File: config.mk
export PLATFORM = sky130hd
export DESIGN_NAME = utf8_stream_decoder
export DESIGN_NICKNAME = d
export VERILOG_FILES = /design/src/rtl/u8sd_pkg.sv /design/src/rtl/utf8_stream_decoder.sv
export VERILOG_INCLUDE_DIRS = /design/src /design/src/rtl
export SDC_FILE = /design/constraint.sdc
export NUM_CORES = 1
export LEC_CHECK = 0
export BUFFER_PORTS_ARGS = -buffer_cell sky130_fd_sc_hd__buf_2
export CORE_MARGIN = 4
export CORE_UTILIZATION = 40
export DETAILED_ROUTE_END_ITERATION = 12
export GPL_TIMING_DRIVEN = 1
export HOLD_SLACK_MARGIN = 0.06
export PLACE_DENSITY = 0.6
export REMOVE_ABC_BUFFERS = 1
export SETUP_SLACK_MARGIN = 0.15
export SYNTH_ARGS = -nofsm -noshare
export SYNTH_HDL_FRONTEND = slang
export SYNTH_SLANG_ARGS = --single-unit
File: constraint.sdc
create_clock -name clk -period 8.1 [get_ports clk]
set_input_delay 0.81 -clock clk [delete_from_list [all_inputs] [get_ports clk]]
set_output_delay 0.81 -clock clk [all_outputs]
set_load 0.01 [all_outputs]
File: src/rtl/utf8_stream_decoder_defines.svh
// Assertion macros shared by the decoder RTL.
// Each macro expects signals clk and rst_n in scope.
`ifndef UTF8_STREAM_DECODER_DEFINES_SVH
`define UTF8_STREAM_DECODER_DEFINES_SVH

// Same-cycle implication, disabled while in reset
`define U8SD_ASSERT_NOW(label, ante, cons, msg) \
    label: assert property (@(posedge clk) disable iff (!rst_n) (ante) |-> (cons)) \
        else $error(msg);

// Next-cycle implication, disabled while in reset
`define U8SD_ASSERT_NEXT(label, ante, cons, msg) \
    label: assert property (@(posedge clk) disable iff (!rst_n) (ante) |=> (cons)) \
        else $error(msg);

`endif

File: src/rtl/u8sd_pkg.sv
`default_nettype none

package u8sd_pkg;

    localparam int unsigned CU_W = 21;

    localparam logic [31:0]     UNI_MAX       = 32'h0010_FFFF;
    localparam logic [31:0]     SURR_LO       = 32'h0000_D800;
    localparam logic [31:0]     SURR_HI       = 32'h0000_DFFF;
    localparam logic [CU_W-1:0] SURR_HI_BASE  = 21'h00D800;
    localparam logic [CU_W-1:0] SURR_LOW_BASE = 21'h00DC00;
    localparam logic [CU_W-1:0] SUPP_BASE     = 21'h010000;
    localparam logic [CU_W-1:0] REPL_CHAR     = 21'h00003F;

    // Input beat: one raw byte of the stream
    typedef struct packed {
        logic [7:0] data_byte;
        logic       end_of_data;
    } in_beat_t;

    // Output beat: one code point or UTF-16 unit
    typedef struct packed {
        logic [CU_W-1:0] code_unit;
        logic            replaced;
        logic            last;
    } out_beat_t;

    // Number of trailing bytes announced by a lead byte
    function automatic logic [2:0] lead_extra(input logic [7:0] b);
        logic [2:0] n;
        begin
            if (b < 8'hC0)
                n = 3'd0;
            else if (b < 8'hE0)
                n = 3'd1;
            else if (b < 8'hF0)
                n = 3'd2;
            else if (b < 8'hF8)
                n = 3'd3;
            else if (b < 8'hFC)
                n = 3'd4;
            else
                n = 3'd5;
            return n;
        end
    endfunction

    // Marker bits accumulated by a sequence of the given length
    function automatic logic [31:0] len_offset(input logic [2:0] extra);
        logic [31:0] off;
        begin
            case (extra)
                3'd1:    off = 32'h0000_3080;
                3'd2:    off = 32'h000E_2080;
                3'd3:    off = 32'h03C8_2080;
                3'd4:    off = 32'hFA08_2080;
                3'd5:    off = 32'h8208_2080;
                default: off = 32'h0000_0000;
            endcase
            return off;
        end
    endfunction

endpackage

`default_nettype wire

File: src/rtl/utf8_stream_decoder.sv
// Channel  | Valid      | Stall      | Payload                  | Direction
// ---------+------------+------------+--------------------------+----------
// input    | in_valid   | in_stall   | in_data  (in_beat_t)     | to block
// output   | out_valid  | out_stall  | out_data (out_beat_t)    | from block
// config   | cfg_wr_en  | -          | cfg_wr_data (utf16 mode) | to block
//
// One byte is taken per cycle while in_stall is low; the sequence accumulator updates
// on the accepting edge. A completed sequence is held in the finishing stage, then in
// the output register that drives out_data. A surrogate pair leaves as two units, high
// first; a sequence behind it waits in the finishing stage while the input stalls.
// in_stall follows out_stall combinationally through the finishing stage.
// Reset clears the open sequence, both stages and the UTF-16 mode bit.
`default_nettype none

`include "utf8_stream_decoder_defines.svh"

module utf8_stream_decoder
    import u8sd_pkg::*;
(
    input  wire logic      clk,
    input  wire logic      rst_n,
    input  wire logic      cfg_wr_en,
    input  wire logic      cfg_wr_data,
    input  wire logic      in_valid,
    output logic           in_stall,
    input  wire in_beat_t  in_data,
    output logic           out_valid,
    input  wire logic      out_stall,
    output out_beat_t      out_data
);

    // Mode and sequence state
    logic        utf16_reg;
    logic [31:0] acc_reg,  acc_next;
    logic [2:0]  rem_reg,  rem_next;
    logic [2:0]  ext_reg,  ext_next;

    // Finishing stage: one completed sequence
    logic        s1_valid_reg, s1_valid_next;
    logic [31:0] s1_acc_reg,   s1_acc_next;
    logic [2:0]  s1_ext_reg,   s1_ext_next;

    // Result register and queued low surrogate
    logic        out_valid_reg,  out_valid_next;
    out_beat_t   out_data_reg,   out_data_next;
    logic        pend_valid_reg, pend_valid_next;
    out_beat_t   pend_data_reg,  pend_data_next;

    // Handshake terms
    logic out_take, out_free, s1_adv, in_acc;

    // Byte step terms
    logic        open_lead;
    logic [2:0]  lead_x;
    logic [31:0] acc_step;
    logic [2:0]  rem_step, ext_step;
    logic        seq_done;

    // Finish terms
    logic [31:0]     ch;
    logic            bad;
    logic [CU_W-1:0] cp;
    logic            pair;
    logic [CU_W-1:0] supp;
    out_beat_t       single_beat, hi_beat, lo_beat;

    // Handshake
    assign out_take  = out_valid_reg && !out_stall;
    assign out_free  = !out_valid_reg || out_take;
    assign s1_adv    = s1_valid_reg && !pend_valid_reg && out_free;
    assign in_stall  = s1_valid_reg && !s1_adv;
    assign in_acc    = in_valid && !in_stall;
    assign out_valid = out_valid_reg;
    assign out_data  = out_data_reg;

    // Byte step: lead byte loads, trailing byte shifts in six bits
    always_comb
    begin
        open_lead = (rem_reg == 3'd0);
        lead_x    = lead_extra(in_data.data_byte);
        if (open_lead)
        begin
            acc_step = {24'd0, in_data.data_byte};
            rem_step = lead_x;
            ext_step = lead_x;
        end
        else
        begin
            acc_step = {acc_reg[25:0], 6'd0} + {24'd0, in_data.data_byte};
            rem_step = rem_reg - 3'd1;
            ext_step = ext_reg;
        end
        seq_done = (rem_step == 3'd0);
    end

    // Sequence state and finishing stage update
    always_comb
    begin
        acc_next      = acc_reg;
        rem_next      = rem_reg;
        ext_next      = ext_reg;
        s1_acc_next   = s1_acc_reg;
        s1_ext_next   = s1_ext_reg;
        s1_valid_next = s1_valid_reg && !s1_adv;
        if (in_acc)
        begin
            if (seq_done)
            begin
                s1_valid_next = 1'b1;
                s1_acc_next   = acc_step;
                s1_ext_next   = ext_step;
                acc_next      = 32'd0;
                rem_next      = 3'd0;
                ext_next      = 3'd0;
            end
            else if (in_data.end_of_data)
            begin
                // truncated sequence at end of stream is dropped
                acc_next = 32'd0;
                rem_next = 3'd0;
                ext_next = 3'd0;
            end
            else
            begin
                acc_next = acc_step;
                rem_next = rem_step;
                ext_next = ext_step;
            end
        end
    end

    // Finish: strip marker bits, range check, optional surrogate split
    always_comb
    begin
        ch   = s1_acc_reg - len_offset(s1_ext_reg);
        bad  = (ch > UNI_MAX) || ((ch >= SURR_LO) && (ch <= SURR_HI));
        cp   = bad ? REPL_CHAR : ch[CU_W-1:0];
        pair = utf16_reg && (cp >= SUPP_BASE);
        supp = cp - SUPP_BASE;

        single_beat.code_unit = cp;
        single_beat.replaced  = bad;
        single_beat.last      = 1'b1;

        hi_beat.code_unit = SURR_HI_BASE + {11'd0, supp[19:10]};
        hi_beat.replaced  = 1'b0;
        hi_beat.last      = 1'b0;

        lo_beat.code_unit = SURR_LOW_BASE + {11'd0, supp[9:0]};
        lo_beat.replaced  = 1'b0;
        lo_beat.last      = 1'b1;
    end

    // Output register: queued unit first, then the finishing stage
    always_comb
    begin
        out_valid_next  = out_valid_reg;
        out_data_next   = out_data_reg;
        pend_valid_next = pend_valid_reg;
        pend_data_next  = pend_data_reg;
        if (pend_valid_reg && out_free)
        begin
            out_valid_next  = 1'b1;
            out_data_next   = pend_data_reg;
            pend_valid_next = 1'b0;
        end
        else if (s1_adv)
        begin
            out_valid_next  = 1'b1;
            out_data_next   = pair ? hi_beat : single_beat;
            pend_valid_next = pair;
            pend_data_next  = lo_beat;
        end
        else if (out_take)
        begin
            out_valid_next = 1'b0;
        end
    end

    // Control registers
    always_ff @(posedge clk or negedge rst_n)
    begin
        if (!rst_n)
        begin
            utf16_reg      <= 1'b0;
            acc_reg        <= 32'd0;
            rem_reg        <= 3'd0;
            ext_reg        <= 3'd0;
            s1_valid_reg   <= 1'b0;
            out_valid_reg  <= 1'b0;
            pend_valid_reg <= 1'b0;
        end
        else
        begin
            if (cfg_wr_en)
            begin
                utf16_reg <= cfg_wr_data;
            end
            acc_reg        <= acc_next;
            rem_reg        <= rem_next;
            ext_reg        <= ext_next;
            s1_valid_reg   <= s1_valid_next;
            out_valid_reg  <= out_valid_next;
            pend_valid_reg <= pend_valid_next;
        end
    end

    // Payload registers
    always_ff @(posedge clk)
    begin
        s1_acc_reg    <= s1_acc_next;
        s1_ext_reg    <= s1_ext_next;
        out_data_reg  <= out_data_next;
        pend_data_reg <= pend_data_next;
    end

    // Checks
    `U8SD_ASSERT_NOW(a_pend_behind_out, pend_valid_reg, out_valid_reg,
        "queued low surrogate without a unit in the output register")
    `U8SD_ASSERT_NOW(a_pend_blocks_s1, pend_valid_reg, !s1_adv,
        "finishing stage advanced over a queued low surrogate")
    `U8SD_ASSERT_NOW(a_high_has_low, out_valid_reg && !out_data_reg.last, pend_valid_reg,
        "high surrogate shown without its low unit queued")
    `U8SD_ASSERT_NOW(a_rem_range, 1'b1, rem_reg < 3'd6,
        "trailing byte count beyond five")
    `U8SD_ASSERT_NEXT(a_done_loads_s1, in_acc && seq_done, s1_valid_reg && (rem_reg == 3'd0),
        "completed sequence not handed to the finishing stage")

endmodule

`default_nettype wire
# == After elaboration in Yosys (flattened, before gate mapping) ==
# Index checks and enable logic that the tools add are counted.
# totals
regBits,115
inputBits,15
output_inout_bits,25
word_cells,81
# classes
add_sub_neg,6
n_lt_le_gt_ge,9
n_eq_ne,5
n_mux,26
bitwise,1
reduce_logical,21
# ops
operator,n
32-bit case mux with 5 select lines,1
23-bit two-way mux,3
26-bit two-way mux,2
8-bit less-than comparator (second input constant),5
16-bit by 10-bit adder with 17-bit output (first input constant),2
32-bit by 8-bit adder with 32-bit output,1
32-bit by 16-bit greater-or-equal comparator with 1-bit output (second input constant),1
32-bit by 21-bit > comparator with 1-bit output (second input constant),1
32-bit by 16-bit less-or-equal comparator with 1-bit output (second input constant),1
32-bit two-way mux,1
32-bit subtractor,1
3-bit two-way mux,10
21-bit by 17-bit greater-or-equal comparator with 1-bit output (second input constant),1
21-bit two-way mux,1
20-bit by 17-bit subtractor with 20-bit output (second input constant),1
1-bit logical AND,8
1-bit two-way mux,8
3-bit by 2-bit == test with 1-bit output (second input constant),2
3-bit == test (second input constant),2
3-bit logical NOT,2
1-bit logical NOT,5
2-bit AND reduction,2
3-bit by 1-bit == test with 1-bit output (second input constant),1
3-bit nonzero test,1
other kinds (4),5

# == Longest topological paths before layout ==
# Gate-level depths: netlist (run 1).
# depth
depth_word,12
ltp_mapped,26
mapped_depth_nobuf,22

# == Worst setup path after synthesis (run 1) ==
# OpenSTA, ideal clock, no wires.
# synth_timing
path_kind,register to register
startpoint,register s1_ext_reg[1]
endpoint,register out_data_reg (netlist bit out_data[0]) (data pin)
setup_time_ns,0.265
t_arrival_ns,5.352
required_ns,7.835
path_slack_ns,2.482
stages_incl_launch_ff,24
n_path_buf,3
synth_period_minus_slack_ns,5.618
cell_sequence,edfxtp_1 inv_1 ha_1 nand2_1 ha_1 ha_1 nor4b_2 o211ai_1 a211o_1 xor2_1 or3_1 buf_2 o311a_1 nand4_2 buf_4 or2_1 ha_1 and4b_1 nand4_1 or3_1 nor4_1 o41ai_4 buf_2 or3_1
# synth_between
elab_chain_len,11
elab_cells_between_ends,17
classes_between,add/sub (1); order compare (4); eq/ne (5); mux (4); reduce/logical (3)
# synth_lines
item,line,text
from (decl),utf8_stream_decoder.sv:41,"logic [2:0] s1_ext_reg, s1_ext_next;"
from (signal assigned),utf8_stream_decoder.sv:212,s1_ext_reg <= s1_ext_next;
"3-bit == test, or another cell as far along",u8sd_pkg.sv:52,case (extra)
32-bit case mux with 5 select lines *,u8sd_pkg.sv:52,
32-bit subtractor *,utf8_stream_decoder.sv:135,ch = s1_acc_reg - len_offset(s1_ext_reg);
32-bit by 16-bit greater-or-equal comparator with 1-bit output / 32-bit by 16-bit less-or-equal comparator with 1-bit output (equally long branches),utf8_stream_decoder.sv:136,bad = (ch > UNI_MAX) || ((ch >= SURR_LO) && (ch <= SURR_HI));
1-bit logical AND,utf8_stream_decoder.sv:136,
1-bit logical OR,utf8_stream_decoder.sv:136,
21-bit two-way mux *,utf8_stream_decoder.sv:137,cp = bad ? REPL_CHAR : ch[CU_W-1:0];
21-bit by 17-bit greater-or-equal comparator with 1-bit output *,utf8_stream_decoder.sv:138,pair = utf16_reg && (cp >= SUPP_BASE);
1-bit logical AND *,utf8_stream_decoder.sv:138,
23-bit two-way mux *,utf8_stream_decoder.sv:170,out_data_next = pair ? hi_beat : single_beat;
23-bit two-way mux *,utf8_stream_decoder.sv:167,else if (s1_adv)
to (signal assigned),utf8_stream_decoder.sv:213,out_data_reg <= out_data_next;
to (decl),utf8_stream_decoder.sv:45,"out_beat_t out_data_reg, out_data_next;"
# Every way passes the cells marked *; elsewhere a longest branch is shown, timed or not. The select of a mux whose other input is x is not followed.
# A chain may end at the register's enable or synchronous reset.

==> results of run 1 <==
cell type report:
class                      instances  area [sq um]  share of cell area, %
clock inverter                     3          22.5                  0.339
timing repair buffer              43           225                   3.39
clock buffer                      13           272                   4.09
sequential                       104          2940                   44.3
multi-input combinational        434          2890                   43.4
tap                              184           230                   3.46
inverter                          18          67.6                   1.02
worst max-delay path, cell delays in order (launching register included):
cell and delay [ns]:
edfxtp_1 0.43, inv_1 0.12, ha_1 0.27, nand2_1 0.11, ha_1 0.21, ha_1 0.21, nor4b_2 0.37, o211ai_1 0.21
a211o_1 0.38, xor2_1 0.23, or3_1 0.53, o311a_1 0.41, nand4_2 0.09, buf_4 0.32, or2_1 0.18, ha_1 0.14
and4b_1 0.19, nand4_1 0.09, or3_1 0.36, nor4_1 0.44, o41ai_4 0.26, a32oi_1 0.23, nand2_1 0.07, o22a_1 0.19
metrics by stage:
stage | total power [mW] | hold WS (ns) | util, % | std cells | setup slack [ns]
finish | 2.41 | 0.509 | 45.4 | 799 | 1.80
global route | 2.58 | 0.526 | 45.4 | 799 | 1.29
global placement | 1.96 | 0.491 | 43.4 | 783 | 2.03
CTS | 2.42 | 0.512 | 45.4 | 799 | 1.77
floorplan | 1.67 | 0.456 | - | 556 | 2.40
detailed placement | 1.98 | 0.494 | 43.4 | 783 | 1.79
kinds of logic (layout without fill, tap and decap cells):
| kind of cell | Yosys count | in the layout | share of synthesized area (%) |
|---|---|---|---|
| simple gates | 225 | 225 | 19.2 |
| xor+xnor | 31 | 31 | 4.52 |
| compound gates | 149 | 149 | 18.2 |
| flops | 104 | 104 | 48.9 |
| mux | 6 | 6 | 1.04 |
| fa+ha+maj | 23 | 23 | 4.91 |
| buf+inv | 45 | 77 | 3.16 |
cells in the final DEF, fill, tap and decap left out, drive strengths merged, types with 5 or more instances in the layout:
| cell type | synthesis | routed |
|---|---|---|
| buf | 8 | 43 |
| or3 | 12 | 12 |
| clkbuf | 19 | 13 |
| xor2 | 18 | 18 |
| edfxtp | 68 | 68 |
| o21ai | 31 | 31 |
| nor4 | 7 | 7 |
| inv | 18 | 19 |
| nand3 | 32 | 32 |
| xnor2 | 13 | 13 |
| and2 | 5 | 5 |
| and3 | 5 | 5 |
| a211oi | 5 | 5 |
| o31ai | 7 | 7 |
| nand2 | 55 | 55 |
| or2 | 9 | 9 |
| a22o | 30 | 30 |
| a21oi | 26 | 26 |
| nor2b | 12 | 12 |
| nor3b | 6 | 6 |
| o211ai | 5 | 5 |
| o22a | 6 | 6 |
| nand4 | 11 | 11 |
| dfrtp | 36 | 36 |
| nor2 | 45 | 45 |
| nor3 | 13 | 13 |
| ha | 22 | 22 |
| a21o | 7 | 7 |
final timing paths:
kind | from | to
worst max-delay path | s1_ext_reg[1] | out_data[3]
worst min-delay path | ext_reg[0] | ext_reg[0]
worst max register to register | s1_ext_reg[1] | out_data[3]
worst min register to register | ext_reg[0] | ext_reg[0]
max in group asynchronous | rst_n | acc_reg[25]
min in group asynchronous | rst_n | utf16_reg
per-layer routing:
metal | part of all wire, % | vias up | global-route usage, %
met2 | 45 | 103 | 23.6
met5 | 0 | - | 0
met1 | 49 | 2226 | 23.7
met4 | 1.8 | 0 | 5.32
met3 | 4.0 | 20 | 3.74
li1 | - | 2244 | -
cells in the mapped netlist, types with 2 or more instances:
cell type  instances  share of area (%)
o21ai_1            6               0.50
buf_1              3               0.19
ha_1              22                4.6
mux2_2             2               0.37
a221o_1            2               0.33
o21a_1             2               0.25
nor2b_1           12                1.2
nand2_1           55                3.4
nor2_1            45                2.8
a21oi_1           26                2.2
a21o_1             7               0.87
nor3_1            12                1.0
nand2b_1           4               0.42
and2_1             5               0.52
buf_2              2               0.17
or3_1             12                1.2
nand4_1           10                1.0
a211oi_1           4               0.50
buf_6              2               0.37
o31ai_1            6               0.75
mux2i_1            4               0.67
o21ai_0           25                2.1
or2_1              9               0.94
o22a_1             6               0.87
o311a_1            2               0.33
edfxtp_1          68                 34
nor4_1             7               0.73
nor4b_1            3               0.44
and3_1             5               0.52
a211o_1            4               0.58
xor2_1            18                2.6
nand3_1           31                2.6
o2bb2ai_1          2               0.29
nor3b_1            6               0.75
a22o_1            30                4.4
clkbuf_1          19                1.2
xnor2_1           13                1.9
a41o_1             2               0.33
a31oi_1            3               0.31
inv_1             18                1.1
dfrtp_1           36                 15
o211ai_1           5               0.62
power by group:
part / switching, mW / internal (mW)
clock network: 0.187 / 0.237
logic: 0.752 / 0.418
registers: 0.0940 / 0.723
total: 1.03 / 1.38
==> metrics.log, run 1 <==
[metrics] average cell area after synthesis: between 10 and 15 sq um
[metrics] proportion of synthesized flip-flops having asynchronous set or reset: 34.6%
[metrics] Site Rows: 44
[metrics] sequential share of the synthesized area: 48.9%
[metrics] Yosys warnings: 0
[metrics] worst reg-to-reg path cell count: 23
[metrics] gpl congestion: 0.851
[metrics] routed len/inst: 16.8 um
[metrics] Worst IR Drop VDD: around 0.00018 V
[metrics] H-Tree Depth: 3
[metrics] power density relative to cell area: approximately 360 nW/um^2
[metrics] category of the most critical setup path: reg2reg
[metrics] Worst Path Arrival: 6.41 ns
[metrics] overall via count from detail_route: 4593
[metrics] Max transition margin: 17.6%
[metrics] CTS sink count: 104
[metrics] sum of negative setup slack: 0 ns
[metrics] transition at the pin with the smallest max-transition slack: between 1 and 1.5 ns
[metrics] worst hold path cell count: 1
[metrics] synthesized cell area: around 6000 sq um
[metrics] primary flip-flop cell chosen by synthesis mapping: edfxtp_1
[metrics] number of register bits inferred by synthesis: about 100
[metrics] maximum number of pins on one net before global-route repair: 38
[metrics] GR Overflow Total: 0
[metrics] capturing element type of the critical path: flop
[metrics] die extent in x: 131 um
[metrics] port bufs: 39
[metrics] Fillers: 1395
[metrics] Total GRT Usage: 16.1%
[metrics] die area: 17100 sq um
[metrics] setup repair after global routing missed its margin: no
[metrics] initial antenna violation count: 0
[metrics] final HPWL from detailed placement: 9800 um
[metrics] drt via density: 5.75
[metrics] static leakage: roughly 2.5 nW
[metrics] instance area after placement: 6350 sq um
[metrics] wire length of the first global-routing pass: 21800 um
[metrics] Hold Path Class: reg2reg
[metrics] Synth cell types: 70
[metrics] DRC violation count after routing: 0
[metrics] total non-filler cell area in the finished layout: about 6600 sq um
[metrics] Initial DRT Pass Iterations: 4
[metrics] number of flip-flops in the largest register: 32
[metrics] iteration-0 DRC count of the detailed router: about 310
[metrics] number of flops mapped to enable cells by yosys: 68
[metrics] hold violation count in the final report: 0
[metrics] number of diodes added for antenna fixing: 0
[metrics] category of the worst setup path launch point: flop
[metrics] Tcrit/Tclk final: just under 80%
[metrics] Max Clk Rate: roughly 160 MHz
[metrics] number of nets in the final layout: between 600 and 700
[metrics] area added between synthesis and finish: 10.6%
[metrics] area inside the core boundary: 14600 sq um
[metrics] maximum root-to-sink buffer count: 2
[metrics] layout cells sized above 1: 11.7%
[metrics] boundary pin count: 40
[metrics] number of pins exceeding their max-slew limit in the final report: 0
[metrics] result of the run: finished clean
[metrics] initial standard-cell utilization of the core: 41.1%
[metrics] vertical extent of the die: 131 um
[metrics] data required time of the critical path: slightly above 8 ns
[metrics] TritonCTS clock tree: done
[metrics] reg2reg setup slack: ~1.8 ns
[metrics] final routed wirelength across all metal layers: roughly 13000 um
[metrics] gate count of the mapped netlist: between 500 and 600
[metrics] number of nets still failing antenna checks after routing: 0
[metrics] number of CTS-inserted buffers: 9
[metrics] source-to-sink clock delay at the later pin of the worst-skew pair: 0.35 ns
[metrics] largest clock skew in the final design: 0.0127 ns
[metrics] number of max-cap violations: 0
[metrics] worst-path fanout max: 37
[metrics] clock root buffer: clkbuf_16
[metrics] CTS Hold Bufs: 0
[metrics] count of endpoints failing setup in the final report: 0
[metrics] number of global-route vias before repair: 4273
[metrics] clock edge transition at the registers on the reported setup and hold paths: 0.07 ns
[metrics] crit path time final: around 6.3 ns
[metrics] total setup buffers inserted after CTS: 0
[metrics] number of gates given a new drive strength after cts: 0
Power figures use the tool's default switching activity.
==> inputs of run 2 (changes only) <==
Settings changed: PLACE_DENSITY 0.6 to 0.62.
Clock period 8.1 ns to 5.23 ns, I/O delays scaled along.
==> run 2 against run 1 <==
Flip-flop and latch count stayed put. Fmax is 24% higher. Worst hold slack worse by 0.24 ns. Critical path depth is 1 higher. Routed wire length is 7.0% higher. Critical endpoint is now out_data[11]. Critical path type unchanged. Sequential share of layout area is 5.2 points lower. Final cell count is 8.8% higher. Clock skew is 0.0021 ns lower. Sequential power is 58% higher. Core utilization is 6.0 points higher. Final area is 13% higher. Clock-buffer cell count is 3 lower.
==> metrics.log, run 2 (synthesis results as in run 1) <==
[metrics] result of the run: finished clean
[metrics] overall via count from detail_route: ~4.9k
[metrics] number of CTS-inserted buffers: 9
[metrics] boundary pin count: 40
[metrics] port bufs: 39
[metrics] reg2reg setup slack: 0.14 ns
[metrics] slowest stage cell, crit path: or4_4
[metrics] clock edge transition at the registers on the reported setup and hold paths: 0.07 ns
[metrics] layout cells sized above 1: a little over a quarter
[metrics] Worst Slack Setup Final: about 0.14 ns
[metrics] vertical extent of the die: approximately 130 um
[metrics] data required time of the critical path: roughly 5.4 ns
[metrics] gpl congestion: 0.870
[metrics] transition at the pin with the smallest max-transition slack: 1.08 ns
[metrics] GR Overflow Total: 0
[metrics] iteration-0 DRC count of the detailed router: 238
[metrics] Worst IR Drop VDD: 0.000237 V
[metrics] number of global-route vias before repair: about 4.7k
[metrics] Tcrit/Tclk final: 97.4%
[metrics] Total GRT Usage: 17.3%
[metrics] number of diodes added for antenna fixing: 0
[metrics] hold violation count in the final report: 0
[metrics] top library cells by usage in the layout, fill and taps aside: 70 x buf_4, 68 x edfxtp_1, 50 x nand2_1, 42 x nor2_1, 39 x buf_2
[metrics] setup repair after global routing missed its margin: yes
[metrics] clock root buffer: clkbuf_16
[metrics] category of the worst setup path launch point: flop
[metrics] number of pins exceeding their max-slew limit in the final report: 0
[metrics] Fillers: 1335
[metrics] worst hold slack across all endpoints: 0.267 ns
[metrics] worst-path fanout max: 6
[metrics] most common cell after layout, fill and taps aside: buf_4
[metrics] number of nets still failing antenna checks after routing: 0
[metrics] DRC violation count after routing: 0
[metrics] maximum root-to-sink buffer count: 2
[metrics] routed len/inst: 16.5 um
[metrics] count of endpoints failing setup in the final report: 0
[metrics] power density relative to cell area: between 500 and 600 nW/um^2
[metrics] TritonCTS clock tree: done
[metrics] Initial DRT Pass Iterations: 5
[metrics] maximum cell stage delay along the critical path: 0.41 ns
[metrics] maximum number of pins on one net before global-route repair: 37
[metrics] total design power: about 4.5 mW
[metrics] drt via density: 5.63
[metrics] initial standard-cell utilization of the core: 41.1%
[metrics] Max transition margin: around 28%
[metrics] H-Tree Depth: 3
[metrics] number of nets in the final layout: 718
[metrics] die extent in x: 131 um
[metrics] CTS sink count: 104
[metrics] wire length of the first global-routing pass: 23500 um
[metrics] area inside the core boundary: 14600 sq um
[metrics] number of max-cap violations: 0
[metrics] Worst Path Arrival: about 5.3 ns
[metrics] final HPWL from detailed placement: 10400 um
[metrics] static leakage: just under 3 nW
[metrics] die area: between 15000 and 20000 sq um
[metrics] crit path time final: 5.09 ns
[metrics] number of flip-flops in the largest register: 32
[metrics] largest clock skew in the final design: ~0.011 ns
[metrics] area added between synthesis and finish: 25.2%
[metrics] initial antenna violation count: 0
[metrics] final routed wirelength across all metal layers: 14400 um
[metrics] Max Clk Rate: 196 MHz
[metrics] Hold Path Class: in2async
[metrics] worst slack after detailed placement: -0.198 ns
[metrics] capturing element type of the critical path: flop
[metrics] Site Rows: 44
[metrics] crit path cell chain: inv_2 -> ha_4 -> buf_6 -> nand2_4 -> inv_4 -> ha_4 -> or4_4 -> a221o_1 -> a211oi_4 -> nand3_2 -> or3_4 -> o311a_4 -> nand4_4 -> or2_1 -> ha_2 -> and4b_1 -> nand4_1 -> or3_1 -> nor4_1 -> buf_4 -> o41ai_4 -> buf_4 -> a221o_1 -> o21ai_1
[metrics] category of the most critical setup path: reg2reg
[metrics] source-to-sink clock delay at the later pin of the worst-skew pair: 0.35 ns
## run 2: cell count changes in the layout (fill, tap and decap cells not counted), sizes merged
cell | before | now
buf | 43 | 113
clkbuf | 13 | 10
clkinv | 2 | 5
## run 2: what timing repair did
item,in CTS,in global routing
buffers inserted,14,3
endpoints found under the setup margin,18,18
pin swaps,30,12
cloned,0,0
resized for setup,47,22
hold buffers,0,0
## run 2: final timing paths
check	from	to	cells past startpoint
max reg2reg	s1_ext_reg[1]	out_data[11]	24
max	s1_ext_reg[1]	out_data[11]	24
min	rst_n	acc_reg[0]	1
min reg2reg	ext_reg[0]	ext_reg[0]	1
min in group clk	in_data[1]	s1_acc_reg[0]	1
max in group asynchronous	rst_n	acc_reg[21]	1
## run 2: per-layer routing
metal / part of all wire, % / up-vias / track usage (%) / wire length [um]
met2: 49 / 126 / 29.0 / 6980
li1: - / 2383 / - / -
met4: 1.5 / 0 / 4.96 / 218
met3: 4.1 / 17 / 3.29 / 596
met5: 0 / - / 0 / 0
met1: 46 / 2364 / 23.0 / 6570
## run 2: stage by stage
step           area, sq um  util (%)  std cells  TNS, ns
6_report              7530      51.4        869        0
5_1_grt               7530      51.4        869   -0.135
4_1_cts               7360      50.3        866        0
3_5_place_dp          6750      46.1        836    -1.84
3_3_place_gp          6750      46.1        836   -0.402
2_1_floorplan         5890         -        556    -5.79
## run 2: critical path: cells and delay by family (launching register included)
family | cells | cell delay, ns
and+or+nand+nor | 10 | 1.94
buffers and inverters | 5 | 0.64
AOI/OAI and AO/OA | 6 | 1.43
adders and majority gates | 3 | 0.53
DFF | 1 | 0.40
## run 2: report_power, final
part	switching [mW]	internal [mW]	total, mW
clock	0.286	0.320	0.606
combinational	1.41	1.17	2.58
sequential	0.169	1.12	1.29
## run 2: layout make-up
class                   instances  area, sq um  area share, %
repair buffers                113          766           10.2
clock buffers                  10          229           3.04
flip-flops and latches        104         2940           39.1
clock inverters                 6         33.8          0.449
multi-input cells             434         3250           43.2
inverters                      18         72.6          0.964
well taps                     184          230           3.06
